File: src/rtl/core/tt_pkg.sv
// Shared types and constants of the transposition table core.
`timescale 1ns / 1ps

package tt_pkg;

    localparam int KEY_W   = 64;
    localparam int DEPTH_W = 8;
    localparam int SCORE_W = 16;
    localparam int DS_W    = DEPTH_W + SCORE_W;

    typedef logic [1:0] op_t;

    localparam op_t OP_LOOKUP    = 2'd0;
    localparam op_t OP_INSERT    = 2'd1;
    localparam op_t OP_CLEAR_ONE = 2'd2;
    localparam op_t OP_CLEAR_ALL = 2'd3;

    // Commands from the controller to the datapath.
    typedef struct packed {
        logic capture;    // latch the accepted input item
        logic mem_read;   // read the slot of the latched key
        logic mem_write;  // write the slot of the latched key
        logic clr_step;   // clear one valid mark and advance the sweep counter
        logic sweep_all;  // sweep covers both tables
        logic out_load;   // load the output register
    } tt_cmd_t;

    // Status from the datapath to the controller.
    typedef struct packed {
        op_t  op;
        logic sweep_last;
    } tt_stat_t;

endpackage

File: src/rtl/core/tt_ctrl.sv
// Controller state machine of the transposition table core.
`timescale 1ns / 1ps

module tt_ctrl (
    input  logic             aclk,
    input  logic             aresetn,
    input  logic             s_tvalid,
    output logic             s_tready,
    output logic             m_tvalid,
    input  logic             m_tready,
    input  tt_pkg::tt_stat_t stat,
    output tt_pkg::tt_cmd_t  cmd
);

    typedef enum logic [4:0] {
        ST_INIT   = 5'b00001,
        ST_IDLE   = 5'b00010,
        ST_EXEC   = 5'b00100,
        ST_CLEAR  = 5'b01000,
        ST_RESULT = 5'b10000
    } state_t;

    state_t state_reg, state_next;
    logic   m_valid_reg, m_valid_next;

    always_ff @(posedge aclk) begin
        if (!aresetn) begin
            state_reg   <= ST_INIT;
            m_valid_reg <= 1'b0;
        end else begin
            state_reg   <= state_next;
            m_valid_reg <= m_valid_next;
        end
    end

    always_comb begin
        cmd          = '0;
        state_next   = state_reg;
        m_valid_next = m_valid_reg && !m_tready;
        s_tready     = 1'b0;
        unique case (state_reg)
            ST_INIT: begin
                // After reset every valid mark is swept to zero.
                cmd.clr_step  = 1'b1;
                cmd.sweep_all = 1'b1;
                if (stat.sweep_last) begin
                    state_next = ST_IDLE;
                end
            end
            ST_IDLE: begin
                s_tready = 1'b1;
                if (s_tvalid) begin
                    cmd.capture = 1'b1;
                    state_next  = ST_EXEC;
                end
            end
            ST_EXEC: begin
                unique case (stat.op) inside
                    tt_pkg::OP_LOOKUP: begin
                        cmd.mem_read = 1'b1;
                        state_next   = ST_RESULT;
                    end
                    tt_pkg::OP_INSERT: begin
                        cmd.mem_write = 1'b1;
                        state_next    = ST_RESULT;
                    end
                    tt_pkg::OP_CLEAR_ONE, tt_pkg::OP_CLEAR_ALL: begin
                        state_next = ST_CLEAR;
                    end
                endcase
            end
            ST_CLEAR: begin
                cmd.clr_step  = 1'b1;
                cmd.sweep_all = (stat.op == tt_pkg::OP_CLEAR_ALL);
                if (stat.sweep_last) begin
                    state_next = ST_RESULT;
                end
            end
            ST_RESULT: begin
                if (!m_valid_reg || m_tready) begin
                    cmd.out_load = 1'b1;
                    m_valid_next = 1'b1;
                    state_next   = ST_IDLE;
                end
            end
            default: begin
                state_next = ST_INIT;
            end
        endcase
    end

    assign m_tvalid = m_valid_reg;

endmodule

File: config.mk
export PLATFORM = sky130hd
export DESIGN_NAME = tt_ctrl
export DESIGN_NICKNAME = d
export VERILOG_FILES = /design/src/rtl/core/tt_pkg.sv /design/src/rtl/core/tt_ctrl.sv
export SDC_FILE = /design/constraint.sdc
export NUM_CORES = 1
export LEC_CHECK = 0
export BUFFER_PORTS_ARGS = -buffer_cell sky130_fd_sc_hd__buf_2
export CAP_MARGIN = 20
export CORE_AREA = 2 2 39 41
export CTS_BUF_LIST = sky130_fd_sc_hd__clkbuf_2
export CTS_CLUSTER_SIZE = 24
export DETAILED_ROUTE_END_ITERATION = 10
export DIE_AREA = 0 0 41 43
export PLACE_DENSITY = 0.68
export SLEW_MARGIN = 20
export SYNTH_ARGS = -nofsm -noshare
export SYNTH_HDL_FRONTEND = slang
export SYNTH_SLANG_ARGS = --single-unit
File: constraint.sdc
create_clock -name aclk -period 2.4 [get_ports aclk]
set_input_delay 0.24 -clock aclk [delete_from_list [all_inputs] [get_ports aclk]]
set_output_delay 0.24 -clock aclk [all_outputs]
set_load 0.01 [all_outputs]
==> out/results.txt <==
Cell variety after synth: 29
Wirelength per Cell: 11.7 um
Full die area: 0.00176 mm2
Die height: 43 um
Fraction of layout cells with a size suffix above 1: 29.0%
Fmax: 590 MHz
CTS tree: yes
P&R area growth vs syn: 15.4%
Max reg flops: 5
CTS resizes: 0
CP Buf/Inv Count: 1
Fin Clk Skew: 0.0107 ns
Worst Path Arrival: 1.45 ns
Synth area leaders: dfxtp_1 26%, nand3b_1 6.5%, o311ai_4 5.7%
Warnings from Yosys: 0
Routed vias: 454
HP Start: aresetn
Total negative slack: 0 ns
Initial Util: 33.5%
Status: completed
Pin count of the biggest net entering global routing: 13
Hold buffers post-CTS: 0
GR Overflow Total: 0
CP Capture Type: primary output
Antenna violations before repair: 0
Nets: 78
Final setup violation count: 0
CP startpoint: state_reg[3]
Crit-path max cell delay: 0.42 ns
CP max FO: 12
Via density per instance: 5.34
Final GP Congestion: 0.774
Total CTS buffers: 3
Post-synthesis cell area: 463 um2
Post-DRT Antenna Nets: 0
Leak: 0.211 nW
RSZ-0062 raised after global routing: false
Drt pass-1 iters: 4
Htree depth: 1
# port buffers: 14
HPWL after detailed placement: 755 um
Vias in the first global route: 413
Yosys reg bits: 6
Max Buffers Root-to-Sink: 2
Total Routing Usage GR: 13.3%
Core Region: 0.00138 mm2
Clk root buf: clkbuf_2
Die W: 41 um
Fin crit share: 70.6%
WP data required: 2.16 ns
Max VDD drop: 0.000173 V
Slew HR: 76.5%
Final WL: 995 um
Sequential share of the synthesized area: 25.9%
# IOs: 15
Share of the synthesized area in the top cell type: 25.9%
Setup Fix Bufs, Post-CTS: 0
First-pass GRT wire length: 1610 um
R2R Setup Slk: 0.99 ns
Worst Setup Start Kind: register
Commonest non-fill, non-tap cell in the layout: buf_2
Leading area contributor after synthesis: dfxtp_1
TritonCTS sink count: 6
Final core occ: 38.6%
Pins Over Slew Limit: 0
Cells after Synth: 57
Hold Crit Class: in -> reg
Diodes inserted: 0
Setup Crit Path Kind: reg -> out
Synthesized Nets: 64
Pwr/cell area: 485 mW/mm2
CP delay by family, top: simple AND/OR/NAND/NOR gates
Critical-path cell list: nor3_1, and3b_2, and2_1, buf_2
Maxcap violations: 0
Endpoints failing hold: 0
Worst-margin pin slew: 0.349 ns
Final worst path period need: 1.69 ns
FP Rows: 14
Syn Area/Cell: 8.12 um2
Commonest non-fill, non-tap cells in the layout: 14 x buf_2, 6 x dfxtp_1, 5 x nor2_1
Slowest stage cell on the critical path: dfxtp_1
RR Startpoint: state_reg[4]
# DRC: 0
Worst-Skew Late Latency: 0.23 ns
Worst-path clk slew: 0.07 ns
Iter 0 DRT Violations: 7
[synth_stat cells]
cell type	instances
a21boi_0	1
a21boi_1	1
a21oi_1	2
and2_1	1
and3b_2	1
buf_2	3
buf_4	1
buf_6	1
dfxtp_1	6
inv_1	1
nand2_1	1
nand2b_1	3
nand3_1	1
nand3b_1	4
nand4_1	1
nand4b_1	1
nor2_1	5
nor2b_1	2
nor3_1	4
nor3b_1	3
nor4bb_1	1
o21ai_0	4
o21ai_1	2
o22ai_1	1
o311ai_4	1
or3_4	1
or4_1	1
xnor2_1	2
xor2_1	1
[metrics by stage]
step	setup slack, ns	hold slack (ns)	instances	power (W)	instance area, um2
6_report	0.705	0.301	85	0.000259	534
5_1_grt	0.607	0.309	85	0.000275	534
3_5_place_dp	0.982	0.507	82	0.000187	519
4_1_cts	0.709	0.295	85	0.000263	534
2_1_floorplan	1.05	0.316	57	0.000168	463
3_3_place_gp	1.00	0.496	82	0.000187	519
[cell type report]
| cell class | count | area [um2] |
|---|---|---|
| clock buffers | 3 | 15.0 |
| flip-flops and latches | 6 | 120 |
| well taps | 16 | 20.0 |
| fillers | 145 | 850 |
| inverters | 1 | 3.75 |
| repair buffers | 14 | 70.1 |
| multi-input cells | 45 | 305 |
[per-layer routing]
layer / GRT usage [%] / part of all wire, %
met3: 3.14 / 4.8
met2: 20.3 / 48
met1: 16.0 / 45
met4: 8.00 / 1.4
met5: 0 / 0
[report_power, final]
group	switching, W	internal, W
sequential	0.0000122	0.000105
clock	0.0000404	0.0000340
combinational	0.0000338	0.0000344
total	0.0000863	0.000173
[path summary, 6_finish.rpt]
path	end	cells past startpoint
min reg2reg	m_tvalid	2
max	cmd[5]	4
min	state_reg[0]	2
max reg2reg	state_reg[4]	3
[logic make-up (layout without fill, tap and decap cells)]
kind of cell | count (synthesis) | after routing | share of synthesized area (%)
AND/OR/NAND/NOR | 30 | 30 | 41.4
AO/OA/AOI/OAI | 12 | 12 | 18.9
flip-flops | 6 | 6 | 25.9
buffers and inverters | 6 | 18 | 8.11
XOR/XNOR | 3 | 3 | 5.68
[worst reg2reg max path: cells and delay by family (launching register included)]
kind,cells,cell delay [ns]
AND/OR/NAND/NOR,1,0.46
AO/OA/AOI/OAI,2,0.43
flip-flops,1,0.40
Note: power is estimated with default switching activity, not from simulation.
